<file path="config.mk">
export PLATFORM = sky130hd
export DESIGN_NAME = slew_limited_speed_estimator_core
export DESIGN_NICKNAME = d
export VERILOG_FILES = /design/src/rtl/sles_pkg.sv /design/src/rtl/slew_limited_speed_estimator_core.sv /design/src/rtl/sles_ctrl.sv /design/src/rtl/sles_dp.sv
export VERILOG_INCLUDE_DIRS = /design/src /design/src/rtl
export SDC_FILE = /design/constraint.sdc
export NUM_CORES = 1
export LEC_CHECK = 0
export BUFFER_PORTS_ARGS = -buffer_cell sky130_fd_sc_hd__buf_2
export CORE_UTILIZATION = 64
export CTS_BUF_LIST = sky130_fd_sc_hd__clkbuf_16
export DETAILED_ROUTE_END_ITERATION = 16
export PLACE_DENSITY = 0.82
export SYNTH_ARGS = -nofsm -noshare
export SYNTH_HDL_FRONTEND = slang
export SYNTH_SLANG_ARGS = --single-unit
export TNS_END_PERCENT = 50
</file>
<file path="constraint.sdc">
create_clock -name clk_i -period 9.4 [get_ports clk_i]
set_input_delay 1.41 -clock clk_i [delete_from_list [all_inputs] [get_ports clk_i]]
set_output_delay 1.41 -clock clk_i [all_outputs]
set_load 0.01 [all_outputs]
</file>
<file path="src/rtl/assert_macros.svh">
// Assertion macros for the RTL of the speed estimator.
// Needs clk_i and rst_ni in the scope where a macro is used.
`ifndef ASSERT_MACROS_SVH
`define ASSERT_MACROS_SVH

`ifndef ASSERT_OFF
// The property must hold at every clock edge outside reset.
`define SLES_ASSERT(lbl, prop, msg) \
  lbl: assert property (@(posedge clk_i) disable iff (!rst_ni) (prop)) else $error(msg);
// The consequent must hold in the cycle after the antecedent.
`define SLES_ASSERT_NEXT(lbl, ante, cons, msg) \
  lbl: assert property (@(posedge clk_i) disable iff (!rst_ni) (ante) |=> (cons)) \
    else $error(msg);
`else
`define SLES_ASSERT(lbl, prop, msg)
`define SLES_ASSERT_NEXT(lbl, ante, cons, msg)
`endif

`endif

</file>
<file path="src/rtl/sles_pkg.sv">
// Package of the slew-limited speed estimator: constants, codes, command and
// status types and the saturation helper. No dependencies.
package sles_pkg;

  localparam int unsigned DataW     = 32;
  localparam int unsigned SlewW     = 31;
  localparam int unsigned LimitW    = 10;
  localparam int unsigned StaleW    = 11;
  localparam int unsigned CfgIdxW   = 8;
  localparam int unsigned NumW      = 42;  // |position difference| * 1000 < 2^42
  localparam int unsigned DivSteps  = NumW;
  localparam int unsigned DivCntW   = $clog2(DivSteps);

  localparam logic [9:0]        SpeedScale     = 10'd1000;
  localparam logic [StaleW-1:0] StaleMax       = 11'd2047;
  localparam logic [SlewW-1:0]  SlewStepReset  = 31'd655360;
  localparam logic [LimitW-1:0] StaleLimitReset = 10'd200;

  localparam logic [CfgIdxW-1:0] CfgSlewStep   = 8'd0;
  localparam logic [CfgIdxW-1:0] CfgStaleLimit = 8'd1;

  localparam logic signed [33:0] S34Max = 34'sd2147483647;
  localparam logic signed [33:0] S34Min = -34'sd2147483648;

  typedef struct packed {
    logic capture;   // register the accepted input transaction
    logic load;      // compare timestamps, update state or start division
    logic div_step;  // one restoring division step
    logic slew;      // apply slew limit to the quotient
    logic publish;   // move the held speed into the output register
  } sles_cmd_t;

  typedef struct packed {
    logic same_time;
  } sles_status_t;

  function automatic logic signed [31:0] sat32(input logic signed [33:0] v);
    logic signed [31:0] r;
    if (v > S34Max) begin
      r = 32'sh7fffffff;
    end else if (v < S34Min) begin
      r = 32'sh80000000;
    end else begin
      r = v[31:0];
    end
    return r;
  endfunction

endpackage

</file>
<file path="src/rtl/slew_limited_speed_estimator_core.sv">
// Top level of the slew-limited speed estimator: configuration registers,
// controller and datapath. Depends on sles_pkg, sles_ctrl, sles_dp.
//
// Usage: each input transaction carries a millisecond timestamp and a Q16.16
// position and yields exactly one filtered speed transaction. An item is
// taken when in_valid_i is high and in_stall_o is low; a result leaves when
// out_valid_o is high and out_stall_i is low.
// Sequence: a new timestamp passes through the load state, the bit-serial
// divider loop, the slew state and the output state before out_valid_o; a
// repeated timestamp goes from the load state straight to the output state.
// One item is worked on at a time, so no new item is taken until the last
// one has been handed to the output register.
// The output register holds the last result, so the next item is accepted
// while it waits; if the receiver stalls, the following result is held in
// the datapath while the controller waits in its output state until the register frees.
// Configuration: slew_step (index 0) and stale_limit (index 1) are written
// through the cfg channel, which is always ready; write only while idle.
// Reset clears the stored time, position, speed and stale count and loads
// the configuration defaults.
module slew_limited_speed_estimator_core (
  input  logic                                clk_i,
  input  logic                                rst_ni,
  input  logic                                in_valid_i,
  output logic                                in_stall_o,
  input  logic [sles_pkg::DataW-1:0]          timestamp_ms_i,
  input  logic signed [sles_pkg::DataW-1:0]   position_i,
  output logic                                out_valid_o,
  input  logic                                out_stall_i,
  output logic signed [sles_pkg::DataW-1:0]   filtered_speed_o,
  input  logic                                cfg_valid_i,
  output logic                                cfg_ready_o,
  input  logic [sles_pkg::CfgIdxW-1:0]        cfg_index_i,
  input  logic [sles_pkg::DataW-1:0]          cfg_data_i
);

`include "assert_macros.svh"

  logic [sles_pkg::SlewW-1:0]  slew_step_q;
  logic [sles_pkg::LimitW-1:0] stale_limit_q;
  sles_pkg::sles_cmd_t         cmd;
  sles_pkg::sles_status_t      status;

  assign cfg_ready_o = 1'b1;

  always_ff @(posedge clk_i or negedge rst_ni) begin
    if (!rst_ni) begin
      slew_step_q   <= sles_pkg::SlewStepReset;
      stale_limit_q <= sles_pkg::StaleLimitReset;
    end else if (cfg_valid_i && cfg_ready_o) begin
      unique case (cfg_index_i)
        sles_pkg::CfgSlewStep:   slew_step_q   <= cfg_data_i[sles_pkg::SlewW-1:0];
        sles_pkg::CfgStaleLimit: stale_limit_q <= cfg_data_i[sles_pkg::LimitW-1:0];
        default: begin
        end
      endcase
    end
  end

  sles_ctrl u_ctrl (
    .clk_i       (clk_i),
    .rst_ni      (rst_ni),
    .in_valid_i  (in_valid_i),
    .in_stall_o  (in_stall_o),
    .out_valid_o (out_valid_o),
    .out_stall_i (out_stall_i),
    .status_i    (status),
    .cmd_o       (cmd)
  );

  sles_dp u_dp (
    .clk_i            (clk_i),
    .rst_ni           (rst_ni),
    .cmd_i            (cmd),
    .status_o         (status),
    .slew_step_i      (slew_step_q),
    .stale_limit_i    (stale_limit_q),
    .timestamp_ms_i   (timestamp_ms_i),
    .position_i       (position_i),
    .filtered_speed_o (filtered_speed_o)
  );

  // An accepted transaction keeps the block busy in the following cycle.
  `SLES_ASSERT_NEXT(a_busy_after_accept, in_valid_i && !in_stall_o, in_stall_o,
    "input accepted but block not busy afterwards")
  // A result is only moved into the output register when it is free.
  `SLES_ASSERT(a_publish_free, !cmd.publish || !out_valid_o || !out_stall_i,
    "result published over a stalled output")
  // The divider only runs while the input side is closed.
  `SLES_ASSERT(a_div_busy, !cmd.div_step || in_stall_o,
    "division step while accepting input")

endmodule

</file>
<file path="src/rtl/sles_ctrl.sv">
// Controller of the speed estimator: sequences capture, division, slew and
// output hand-off. Depends on sles_pkg.
module sles_ctrl (
  input  logic                clk_i,
  input  logic                rst_ni,
  input  logic                in_valid_i,
  output logic                in_stall_o,
  output logic                out_valid_o,
  input  logic                out_stall_i,
  input  sles_pkg::sles_status_t status_i,
  output sles_pkg::sles_cmd_t    cmd_o
);

  localparam logic [2:0] StIdle = 3'd0;
  localparam logic [2:0] StLoad = 3'd1;
  localparam logic [2:0] StDiv  = 3'd2;
  localparam logic [2:0] StSlew = 3'd3;
  localparam logic [2:0] StFin  = 3'd4;

  logic [2:0]                   state_q, state_d;
  logic [sles_pkg::DivCntW-1:0] cnt_q, cnt_d;
  logic                         out_valid_q, out_valid_d;
  logic                         out_free;

  assign out_free   = !out_valid_q || !out_stall_i;
  assign in_stall_o = (state_q != StIdle);
  assign out_valid_o = out_valid_q;

  always_comb begin
    state_d = state_q;
    cnt_d   = cnt_q;
    cmd_o   = '0;
    unique case (state_q)
      StIdle: begin
        if (in_valid_i) begin
          cmd_o.capture = 1'b1;
          state_d       = StLoad;
        end
      end
      StLoad: begin
        cmd_o.load = 1'b1;
        cnt_d      = '0;
        state_d    = status_i.same_time ? StFin : StDiv;
      end
      StDiv: begin
        cmd_o.div_step = 1'b1;
        cnt_d          = cnt_q + 1'b1;
        if (cnt_q == sles_pkg::DivCntW'(sles_pkg::DivSteps - 1)) begin
          state_d = StSlew;
        end
      end
      StSlew: begin
        cmd_o.slew = 1'b1;
        state_d    = StFin;
      end
      StFin: begin
        if (out_free) begin
          cmd_o.publish = 1'b1;
          state_d       = StIdle;
        end
      end
      default: begin
        state_d = StIdle;
      end
    endcase
  end

  assign out_valid_d = cmd_o.publish ? 1'b1 : (out_valid_q && out_stall_i);

  always_ff @(posedge clk_i or negedge rst_ni) begin
    if (!rst_ni) begin
      state_q     <= StIdle;
      cnt_q       <= '0;
      out_valid_q <= 1'b0;
    end else begin
      state_q     <= state_d;
      cnt_q       <= cnt_d;
      out_valid_q <= out_valid_d;
    end
  end

endmodule

</file>
<file path="src/rtl/sles_dp.sv">
// Datapath of the speed estimator: sample registers, bit-serial divider,
// slew limiter, stale counter and output register. Depends on sles_pkg.
module sles_dp (
  input  logic                               clk_i,
  input  logic                               rst_ni,
  input  sles_pkg::sles_cmd_t                cmd_i,
  output sles_pkg::sles_status_t             status_o,
  input  logic [sles_pkg::SlewW-1:0]         slew_step_i,
  input  logic [sles_pkg::LimitW-1:0]        stale_limit_i,
  input  logic [sles_pkg::DataW-1:0]         timestamp_ms_i,
  input  logic signed [sles_pkg::DataW-1:0]  position_i,
  output logic signed [sles_pkg::DataW-1:0]  filtered_speed_o
);

  localparam int unsigned NumW = sles_pkg::NumW;

  logic [31:0]        t_q;
  logic signed [31:0] pos_q;
  logic [31:0]        prev_time_q;
  logic signed [31:0] prev_pos_q;
  logic signed [31:0] held_q;
  logic [sles_pkg::StaleW-1:0] stale_q;
  logic [31:0]        rem_q;
  logic [NumW-1:0]    quo_q;
  logic [31:0]        den_q;
  logic               neg_q;
  logic signed [31:0] out_q;

  logic signed [32:0] dp;
  logic [32:0]        dp_mag;
  logic [NumW-1:0]    num_mag;
  logic [31:0]        dt;
  logic [sles_pkg::StaleW-1:0] stale_inc;
  logic               stale_over;

  logic [32:0]        rem_sh;
  logic               ge;
  logic [32:0]        rem_sub;

  logic [32:0]        q_clip;
  logic signed [33:0] q_signed;
  logic signed [31:0] raw;
  logic signed [33:0] raw34, held34, step34, diff;
  logic signed [31:0] held_slewed;

  assign status_o.same_time = (t_q == prev_time_q);

  // Operands of the speed division.
  assign dt      = t_q - prev_time_q;
  assign dp      = $signed({pos_q[31], pos_q}) - $signed({prev_pos_q[31], prev_pos_q});
  assign dp_mag  = dp[32] ? 33'(-dp) : 33'(dp);
  assign num_mag = NumW'(dp_mag) * NumW'(sles_pkg::SpeedScale);

  assign stale_inc  = (stale_q == sles_pkg::StaleMax) ? stale_q : stale_q + 1'b1;
  assign stale_over = (stale_inc > sles_pkg::StaleW'(stale_limit_i));

  // Restoring division, one quotient bit a cycle; the dividend shifts out of
  // quo_q as the quotient shifts in.
  assign rem_sh  = {rem_q, quo_q[NumW-1]};
  assign ge      = (rem_sh >= {1'b0, den_q});
  assign rem_sub = rem_sh - {1'b0, den_q};

  // Anything at or above 2^32 saturates either way, so clip it there first.
  assign q_clip   = (|quo_q[NumW-1:33]) ? 33'h1_0000_0000 : quo_q[32:0];
  assign q_signed = neg_q ? -$signed({1'b0, q_clip}) : $signed({1'b0, q_clip});
  assign raw      = sles_pkg::sat32(q_signed);

  assign raw34  = 34'(raw);
  assign held34 = 34'(held_q);
  assign step34 = $signed({3'b000, slew_step_i});
  assign diff   = raw34 - held34;

  always_comb begin
    if (diff < -step34) begin
      held_slewed = sles_pkg::sat32(held34 - step34);
    end else if (diff > step34) begin
      held_slewed = sles_pkg::sat32(held34 + step34);
    end else begin
      held_slewed = raw;
    end
  end

  always_ff @(posedge clk_i or negedge rst_ni) begin
    if (!rst_ni) begin
      prev_time_q <= '0;
      prev_pos_q  <= '0;
      held_q      <= '0;
      stale_q     <= '0;
    end else begin
      if (cmd_i.load) begin
        if (status_o.same_time) begin
          stale_q <= stale_inc;
          if (stale_over) begin
            held_q <= '0;
          end
        end else begin
          stale_q     <= '0;
          prev_time_q <= t_q;
          prev_pos_q  <= pos_q;
        end
      end
      if (cmd_i.slew) begin
        held_q <= held_slewed;
      end
    end
  end

  always_ff @(posedge clk_i) begin
    if (cmd_i.capture) begin
      t_q   <= timestamp_ms_i;
      pos_q <= position_i;
    end
    if (cmd_i.load) begin
      rem_q <= '0;
      quo_q <= num_mag;
      den_q <= dt;
      neg_q <= dp[32];
    end else if (cmd_i.div_step) begin
      rem_q <= ge ? rem_sub[31:0] : rem_sh[31:0];
      quo_q <= {quo_q[NumW-2:0], ge};
    end
    if (cmd_i.publish) begin
      out_q <= held_q;
    end
  end

  assign filtered_speed_o = out_q;

endmodule

</file>
==> results.json, run 1 <==
{
  "synth-xor-area-share_pct": 7.87,
  "cts_hold_repair.buffers": 0,
  "r2r_setup_slack_ns": 0.46,
  "synth_edf_count": 168,
  "synth_nets": 4287,
  "synth-simple-area-share_pct": 14.5,
  "mostFrequentLayoutCells": "ha_1, nand2_1, inv_1",
  "ant_nets": 0,
  "gp_congestion": 0.991,
  "critPathLaunchType": "flop",
  "rsz0062_at_grt": "no",
  "synthesis.area_sq_mm": 0.0329,
  "clock_latency_ns": 0.61,
  "htreeDepth": 2,
  "layout_commonest_cell": "ha_1",
  "worst_pin_slew_ns": 1.10,
  "design.die.area_sq_mm": 0.0524,
  "dr.pass1.iters": 5,
  "layout.nets": 4415,
  "fin_crit_sh_pct": 95.1,
  "arrival_ns": 9.27,
  "num_antenna_cells": 0,
  "min_period_ns": 8.94,
  "io_buffers": 141,
  "synth_area_leader_cell": "edfxtp_1",
  "synth_mux_area_share_pct": 0.889,
  "die_h_um": 229,
  "crit_slowest_cell": "fa_1",
  "hold_viol": 0,
  "finalSetupTns_ns": 0,
  "area_delta_synth_final_pct": 9.44,
  "clkSinkCount": 361,
  "grt_pass1_wl_um": 137000,
  "grt_pass1_vias": 27018,
  "r2r_end": "u_dp.quo_q[38]$_DFFE_PP_",
  "wirelength_um": 84200,
  "min_path_type": "reg -> reg",
  "via_count": 27841,
  "grt.overflow.total": 0,
  "worstSetupPathType": "reg -> reg",
  "endpoint": "u_dp.quo_q[38]$_DFFE_PP_",
  "cp_common_cell": "fa_1",
  "max_freq_mhz": 112,
  "status": "complete, no violations",
  "end_kind": "flop",
  "fin_util_pct": 71.4,
  "viasPerCell": 6.14,
  "synth_fa_ha_area_share_pct": 21.2,
  "setup-violations-final": 0,
  "fin_area_sq_mm": 0.0361,
  "syn_avg_cell_area_sq_um": 8.91,
  "dp_cells": 4452,
  "ctsLongestPathBuffers": 3,
  "placed_cell_area_sq_mm": 0.0345,
  "cts_tree": "yes",
  "relSlewSlack_pct": 26.8,
  "slowest_delay_ns": 0.56,
  "cts_buffers": 42,
  "cp.required_ns": 9.73,
  "drtIter0Drc": 2095,
  "synth_top_family_by_area": "adder cells",
  "crit_path_start": "u_dp.prev_pos_q[0]$_DFFE_PN0P_",
  "antenna_found_initial": 0,
  "synth_compound_area_share_pct": 21.0,
  "ios": 144,
  "synth_cell_types": 94,
  "fp.coreArea_sq_mm": 0.0505,
  "clk_pin_slew_worst_paths_ns": 0.06,
  "cts_root_buf": "clkbuf_16",
  "fp-row-count": 82,
  "skew_ns": 0.0306,
  "synth_top_area_share_pct": 15.3,
  "cap_violations": 0,
  "ff2ff_path_depth": 33,
  "ys_seq_area_share_pct": 29.5,
  "fill_cells": 3958,
  "synthCells": 3697,
  "die_width_um": 229,
  "synthArstFlopShare_pct": 43.8,
  "yosys_register_bits": 361,
  "critPathMaxFanout": 11,
  "yosysWarnings": 0,
  "synth_area_leaders": "edfxtp_1, ha_1, dfrtp_1, fa_1, xnor2_1",
  "route.detailed.drc": 0,
  "ys.flop_type": "edfxtp_1",
  "grt_usage_pct": 32.1,
  "start_util_pct": 65.3,
  "avgRoutedWirePerCell_um": 18.6,
  "grt_max_degree": 123,
  "hpwlAfterDp_um": 65000,
  "rr_startpoint": "u_dp.prev_pos_q[0]$_DFFE_PN0P_",
  "slew_viol_final": 0,
  "drive_gt1_share_pct": 8.73,
  "stdcell_count": 4531
}
## sequential cells by signal (all words and copies together) (netlist names)
register               flops
u_dp.den_q                32
u_dp.quo_q                42
u_dp.t_q                  32
u_dp.prev_pos_q           32
u_ctrl.out_valid_o         1
u_ctrl.state_q             3
slew_step_q               31
u_dp.neg_q                 1
u_dp.rem_q                32
u_dp.stale_q              11
u_dp.prev_time_q          32
u_ctrl.cnt_q               6
u_dp.pos_q                32
stale_limit_q             10
u_dp.filtered_speed_o     32
u_dp.held_q               32
## cell type report
type / count / area [sq um] / area share (%)
clock buffers: 43 / 1080 / 2.98
clock inverters: 35 / 414 / 1.15
inverters: 328 / 1240 / 3.43
multi-input cells: 2894 / 21600 / 60.0
flip-flops and latches: 361 / 9710 / 26.9
well taps: 672 / 841 / 2.33
repair buffers: 198 / 1150 / 3.20
## repair_timing
| action | in CTS | in global routing |
|---|---|---|
| hold endpoints to repair | 0 | 0 |
| endpoints found under the setup margin | 0 | 39 |
| resized for setup | 0 | 11 |
| setup buffers | 0 | 1 |
## critical path: cells and delay by family (launching register included)
family / cells / cell delay (ns)
flip-flops: 1 / 0.39
adder cells (fa/ha/maj): 7 / 2.80
XOR/XNOR: 2 / 0.29
AND/OR/NAND/NOR: 3 / 0.52
buffers and inverters: 4 / 0.61
AO/OA/AOI/OAI: 17 / 4.06
## routing by layer
metal	vias up	global-route usage (%)	routed length, um
met3	162	3.16	4530
met2	876	54.7	40100
met4	0	11.2	2840
met1	13316	42.7	36800
met5	-	0	0
li1	13487	-	-
## cell usage after synthesis, types with 35 or more instances
library cell    n
a21oi_1       266
nor2_1        227
clkbuf_1       97
nand2_1       343
o21ai_0       328
xor2_1         98
dfxtp_1        35
a21o_1        123
a211oi_1       41
fa_1          129
inv_1         325
edfxtp_1      168
xnor2_1       198
nand3_1        64
nor3_1         88
dfrtp_1       153
ha_1          352
nand4_1        44
## worst min-delay path by stage
| stage | startpoint | end | slack [ns] | depth (start not counted) |
|---|---|---|---|---|
| 4_1_cts | u_dp.pos_q[2]$_DFFE_PP_ | u_dp.prev_pos_q[2]$_DFFE_PN0P_ | 0.49 | 2 |
| 6_report | u_dp.pos_q[3]$_DFFE_PP_ | u_dp.prev_pos_q[3]$_DFFE_PN0P_ | 0.49 | 2 |
| 5_1_grt | u_dp.pos_q[16]$_DFFE_PP_ | u_dp.prev_pos_q[16]$_DFFE_PN0P_ | 0.52 | 2 |
| 3_5_place_dp | u_dp.pos_q[2]$_DFFE_PP_ | u_dp.prev_pos_q[2]$_DFFE_PN0P_ | 0.48 | 2 |
| 2_1_floorplan | u_dp.rem_q[22]$_SDFFE_PP0N_ | u_dp.rem_q[22]$_SDFFE_PP0N_ | 0.45 | 2 |
| 3_3_place_gp | u_dp.rem_q[22]$_SDFFE_PP0N_ | u_dp.rem_q[22]$_SDFFE_PP0N_ | 0.46 | 2 |
## logic make-up (layout without fill, tap and decap cells)
family / Yosys count / count (layout)
xor+xnor: 296 / 296
simple gates: 1001 / 1001
compound gates: 1088 / 1088
flops: 361 / 361
other cells: 1 / 1
mux: 27 / 27
buf+inv: 442 / 604
fa+ha+maj: 481 / 481
## metrics by stage
step / worst slack (ns) / hold WS (ns)
finish: 0.457 / 0.489
floorplan: 0.821 / 0.449
CTS: 0.0949 / 0.492
global route: 0.0490 / 0.515
detailed placement: 0.185 / 0.479
global placement: 0.306 / 0.465
Power of run 1 is not shown: default switching activity piles up to over one toggle a cycle in this logic, so the estimate is an artifact.
==> inputs of run 2 (changes only) <==
Settings changed: CORE_UTILIZATION 64 to 35, CTS_CLUSTER_DIAMETER set to 60, PLACE_DENSITY 0.82 to not set.
==> run 2 against run 1 <==
Against the previous run: cell area up 2.6%; clock skew increased by 0.022 ns; die area is 82% higher; hold slack got worse by 0.012 ns; wire length up 6.4%; final cell count increased by 13%; non-clock buffer count decreased by 4; via count down 2.7%; critical endpoint is now u_dp.held_q[11]$_DFFE_PN0P_.
==> results.json, run 2 (synthesized netlist as in run 1, its figures left out) <==
{
  "status": "complete, no violations",
  "layout_commonest_cell": "ha_1",
  "clock_latency_ns": 0.66,
  "drtIter0Drc": 1858,
  "worst_pin_slew_ns": 1.14,
  "route.detailed.drc": 0,
  "grt_usage_pct": 18.8,
  "finalSetupTns_ns": 0,
  "grt_pass1_wl_um": 144000,
  "design.die.area_sq_mm": 0.0954,
  "skew_ns": 0.0525,
  "end_kind": "flop",
  "worstSetupPathType": "reg -> reg",
  "relSlewSlack_pct": 23.5,
  "grt_max_degree": 123,
  "fp-row-count": 112,
  "setup-violations-final": 0,
  "area_delta_synth_final_pct": 12.3,
  "critPathMaxFanout": 21,
  "min_period_ns": 8.86,
  "die_width_um": 309,
  "fin_util_pct": 39.6,
  "cts_tree": "yes",
  "critPathLaunchType": "flop",
  "cp_common_cell": "buf_4",
  "grt.overflow.total": 0,
  "via_count": 27097,
  "hpwlAfterDp_um": 70400,
  "dr.pass1.iters": 7,
  "layout.nets": 4420,
  "fill_cells": 9559,
  "ios": 144,
  "drive_gt1_share_pct": 8.94,
  "ctsResizeCount": 0,
  "postCtsSetupBuffers": 0,
  "crit_slowest_cell": "or4_4",
  "wl_met2_um": 41400,
  "cap_violations": 0,
  "ctsLongestPathBuffers": 3,
  "arrival_ns": 9.41,
  "rsz0062_at_grt": "no",
  "gp_congestion": 0.912,
  "io_buffers": 141,
  "antenna_found_initial": 2,
  "ant_nets": 0,
  "cts_root_buf": "clkbuf_16",
  "cts_hold_repair.buffers": 0,
  "largest_register_ffs": 42,
  "slew_viol_final": 0,
  "grt_pass1_vias": 26687,
  "wl_met3_um": 3580,
  "viasPerCell": 5.28,
  "clk_pin_slew_worst_paths_ns": 0.06,
  "fin_crit_sh_pct": 94.3,
  "start_util_pct": 35.3,
  "top_layer": "met5",
  "die_h_um": 309,
  "clkSinkCount": 361,
  "max_freq_mhz": 113,
  "met1Wirelength_um": 42500,
  "cp.required_ns": 9.94,
  "regMostFlops": "u_dp.quo_q",
  "mostFrequentLayoutCells": "ha_1, nand2_1, inv_1",
  "wirelength_um": 89600,
  "stdcell_count": 5128,
  "fp.coreArea_sq_mm": 0.0933,
  "cts_buffers": 51,
  "avgRoutedWirePerCell_um": 17.5,
  "hold_viol": 0,
  "htreeDepth": 2,
  "min_path_type": "reg -> reg",
  "dp_cells": 5031,
  "slowest_delay_ns": 0.57
}
run 2: layout make-up:
class	instances	area [sq um]	area share, %
multi-input cells	2894	21600	58.5
flip-flops and latches	361	9710	26.2
well taps	1254	1570	4.24
clock buffers	51	1280	3.45
inverters	328	1230	3.33
repair buffers	194	1110	3.01
clock inverters	44	444	1.20
diodes	2	5.00	0.0135
run 2: final timing paths:
check	from	to	slack [ns]	cells after the start
max	u_dp.quo_q[19]$_DFFE_PP_	u_dp.held_q[11]$_DFFE_PN0P_	0.54	32
min	u_dp.rem_q[22]$_SDFFE_PP0N_	u_dp.rem_q[22]$_SDFFE_PP0N_	0.48	2
max in group asynchronous	rst_ni	u_dp.prev_time_q[7]$_DFFE_PN0P_	7.47	2
min in group asynchronous	rst_ni	u_dp.prev_pos_q[21]$_DFFE_PN0P_	0.75	1
min reg2reg	u_dp.rem_q[22]$_SDFFE_PP0N_	u_dp.rem_q[22]$_SDFFE_PP0N_	0.48	2
max reg2reg	u_dp.quo_q[19]$_DFFE_PP_	u_dp.held_q[11]$_DFFE_PN0P_	0.54	32
run 2: critical path: cells and delay by family, from the launching register on:
family	cells	cell delay, ns
AND/OR/NAND/NOR	8	2.67
buffers and inverters	4	0.82
AO/OA/AOI/OAI	17	3.97
XOR/XNOR	1	0.15
flip-flops	1	0.49
adder cells (fa/ha/maj)	2	0.67
run 2: per-layer routing:
| metal | track usage [%] | up-vias |
|---|---|---|
| li1 | - | 13479 |
| met1 | 25.7 | 12926 |
| met2 | 31.4 | 571 |
| met3 | 2.01 | 119 |
| met4 | 5.02 | 2 |
| met5 | 0 | - |
run 2: per-stage QoR:
stage / worst slack, ns / hold slack [ns] / area, sq um
6_report: 0.536 / 0.477 / 37000
5_1_grt: 0.00538 / 0.514 / 37000
4_1_cts: 0.198 / 0.480 / 36900
3_5_place_dp: 0.218 / 0.472 / 35200
3_3_place_gp: 0.302 / 0.465 / 35200
2_1_floorplan: 0.821 / 0.449 / 32900
Power of run 2 is left out for the same reason.
==> inputs of run 3 (changes only) <==
Settings changed: TNS_END_PERCENT 50 to not set.
Clock period 9.4 ns to 9.15 ns, I/O delays scaled along.
==> run 3 against run 2 <==
Against the previous run: maximum frequency is 2.2% higher; global-route usage is 0.083 points higher; setup slack worse by 0.060 ns; wire length is 0.94% higher; die area stayed put; via count is 0.69% higher; sequential share of layout area is 0.21 points lower; hold slack better by 0.0057 ns; critical endpoint is now u_dp.quo_q[38]$_DFFE_PP_; largest cell class unchanged.
==> results.json, run 3 (synthesized netlist as in run 1, its figures left out) <==
{
  "antenna_found_initial": 0,
  "via_count": 27285,
  "critPathMaxFanout": 6,
  "grt_pass1_vias": 26920,
  "min_path_type": "reg -> reg",
  "area_delta_synth_final_pct": 13.2,
  "cp.required_ns": 9.53,
  "critPathLaunchType": "flop",
  "grt.overflow.total": 0,
  "die_h_um": 309,
  "layout.nets": 4445,
  "io_buffers": 141,
  "route.detailed.drc": 0,
  "grt_pass1_wl_um": 145000,
  "regMostFlops": "u_dp.quo_q",
  "hold_viol": 0,
  "viasPerCell": 5.29,
  "cp_common_cell": "fa_1",
  "finalSetupTns_ns": 0,
  "fp-row-count": 112,
  "cts_root_buf": "clkbuf_16",
  "ios": 144,
  "setup-violations-final": 0,
  "fin_util_pct": 39.9,
  "num_antenna_cells": 0,
  "wirelength_um": 90500,
  "dr.pass1.iters": 5,
  "min_period_ns": 8.67,
  "start_util_pct": 35.3,
  "worstSetupPathType": "reg -> reg",
  "crit_slowest_cell": "fa_1",
  "rsz0062_at_grt": "no",
  "gp_congestion": 0.930,
  "ctsLongestPathBuffers": 3,
  "fill_cells": 9538,
  "end_kind": "flop",
  "grt_usage_pct": 18.8,
  "hpwlAfterDp_um": 71100,
  "fp.coreArea_sq_mm": 0.0933,
  "drive_gt1_share_pct": 9.80,
  "skew_ns": 0.0373,
  "arrival_ns": 9.06,
  "relSlewSlack_pct": 25.5,
  "die_width_um": 309,
  "cts_hold_repair.buffers": 0,
  "grt_max_degree": 123,
  "design.die.area_sq_mm": 0.0954,
  "avgRoutedWirePerCell_um": 17.6,
  "worst_pin_slew_ns": 1.11,
  "slew_viol_final": 0,
  "clk_pin_slew_worst_paths_ns": 0.06,
  "mostFrequentLayoutCells": "ha_1, nand2_1, inv_1",
  "clkSinkCount": 361,
  "cts_buffers": 52,
  "ctsResizeCount": 0,
  "largest_register_ffs": 42,
  "dp_cells": 5055,
  "cts_tree": "yes",
  "layout_commonest_cell": "ha_1",
  "postCtsSetupBuffers": 0,
  "ant_nets": 0,
  "status": "complete, no violations",
  "cap_violations": 0,
  "max_freq_mhz": 115,
  "clock_latency_ns": 0.66,
  "fin_crit_sh_pct": 94.8,
  "htreeDepth": 2,
  "stdcell_count": 5153,
  "drtIter0Drc": 1645,
  "slowest_delay_ns": 0.56
}
-- run 3: cell count changes in the layout (fill, tap and decap cells not counted), moves of 2 or more --
| cell | delta |
|---|---|
| buf_4 | +22 |
| xor2_1 | -3 |
| o21ai_0 | +2 |
| xor2_2 | +3 |
| clkinv_4 | +3 |
| o21ai_1 | -2 |
| diode_2 | -2 |
| buf_12 | +2 |
| clkinvlp_4 | -2 |
| clkinv_1 | -2 |
| clkinv_2 | +2 |
-- run 3: worst max-delay path: cells and delay by family, from the launching register on --
family | cells | cell delay (ns)
AOI/OAI and AO/OA | 16 | 3.47
xor gates and xnor gates | 2 | 0.33
and+or+nand+nor | 4 | 0.59
buffers and inverters | 6 | 0.72
DFF | 1 | 0.35
adders and majority gates | 7 | 2.96
-- run 3: worst paths after layout --
path                                              from                              end  slack (ns)  cells past startpoint
setup / recovery               u_dp.pos_q[0]$_DFFE_PP_         u_dp.quo_q[38]$_DFFE_PP_        0.48                     35
hold / removal             u_dp.rem_q[22]$_SDFFE_PP0N_      u_dp.rem_q[22]$_SDFFE_PP0N_        0.48                      2
setup reg to reg               u_dp.pos_q[0]$_DFFE_PP_         u_dp.quo_q[38]$_DFFE_PP_        0.48                     35
hold reg to reg            u_dp.rem_q[22]$_SDFFE_PP0N_      u_dp.rem_q[22]$_SDFFE_PP0N_        0.48                      2
max in group asynchronous                       rst_ni       slew_step_q[8]$_DFFE_PN0P_        7.20                      2
min in group asynchronous                       rst_ni  u_dp.prev_pos_q[19]$_DFFE_PN0P_        0.66                      1
-- run 3: per-layer routing --
layer / routed length [um] / vias to the layer above / global-route usage, %
met5: 0 / - / 0
met4: 2060 / 0 / 4.97
met3: 3950 / 113 / 2.29
met2: 41700 / 575 / 31.4
met1: 42700 / 13048 / 25.7
li1: - / 13549 / -
-- run 3: area by class of cell --
cell class / instances / area (sq um) / share of cell area, %
Timing Repair Buffer: 218 / 1320 / 3.53
Tap cell: 1254 / 1570 / 4.21
Clock inverter: 46 / 470 / 1.26
Inverter: 328 / 1230 / 3.31
Sequential cell: 361 / 9710 / 26.0
Multi-Input combinational cell: 2894 / 21700 / 58.2
Clock buffer: 52 / 1300 / 3.49
-- run 3: stage by stage --
step                cell area [sq um]  setup WS [ns]  hold WS, ns
floorplan                       32900          0.571        0.449
global placement                35400          0.170        0.465
detailed placement              35400          0.165        0.478
CTS                             37200          0.132        0.488
global route                    37300        0.00558        0.514
finish                          37300          0.477        0.483
Power of run 3 is left out for the same reason.
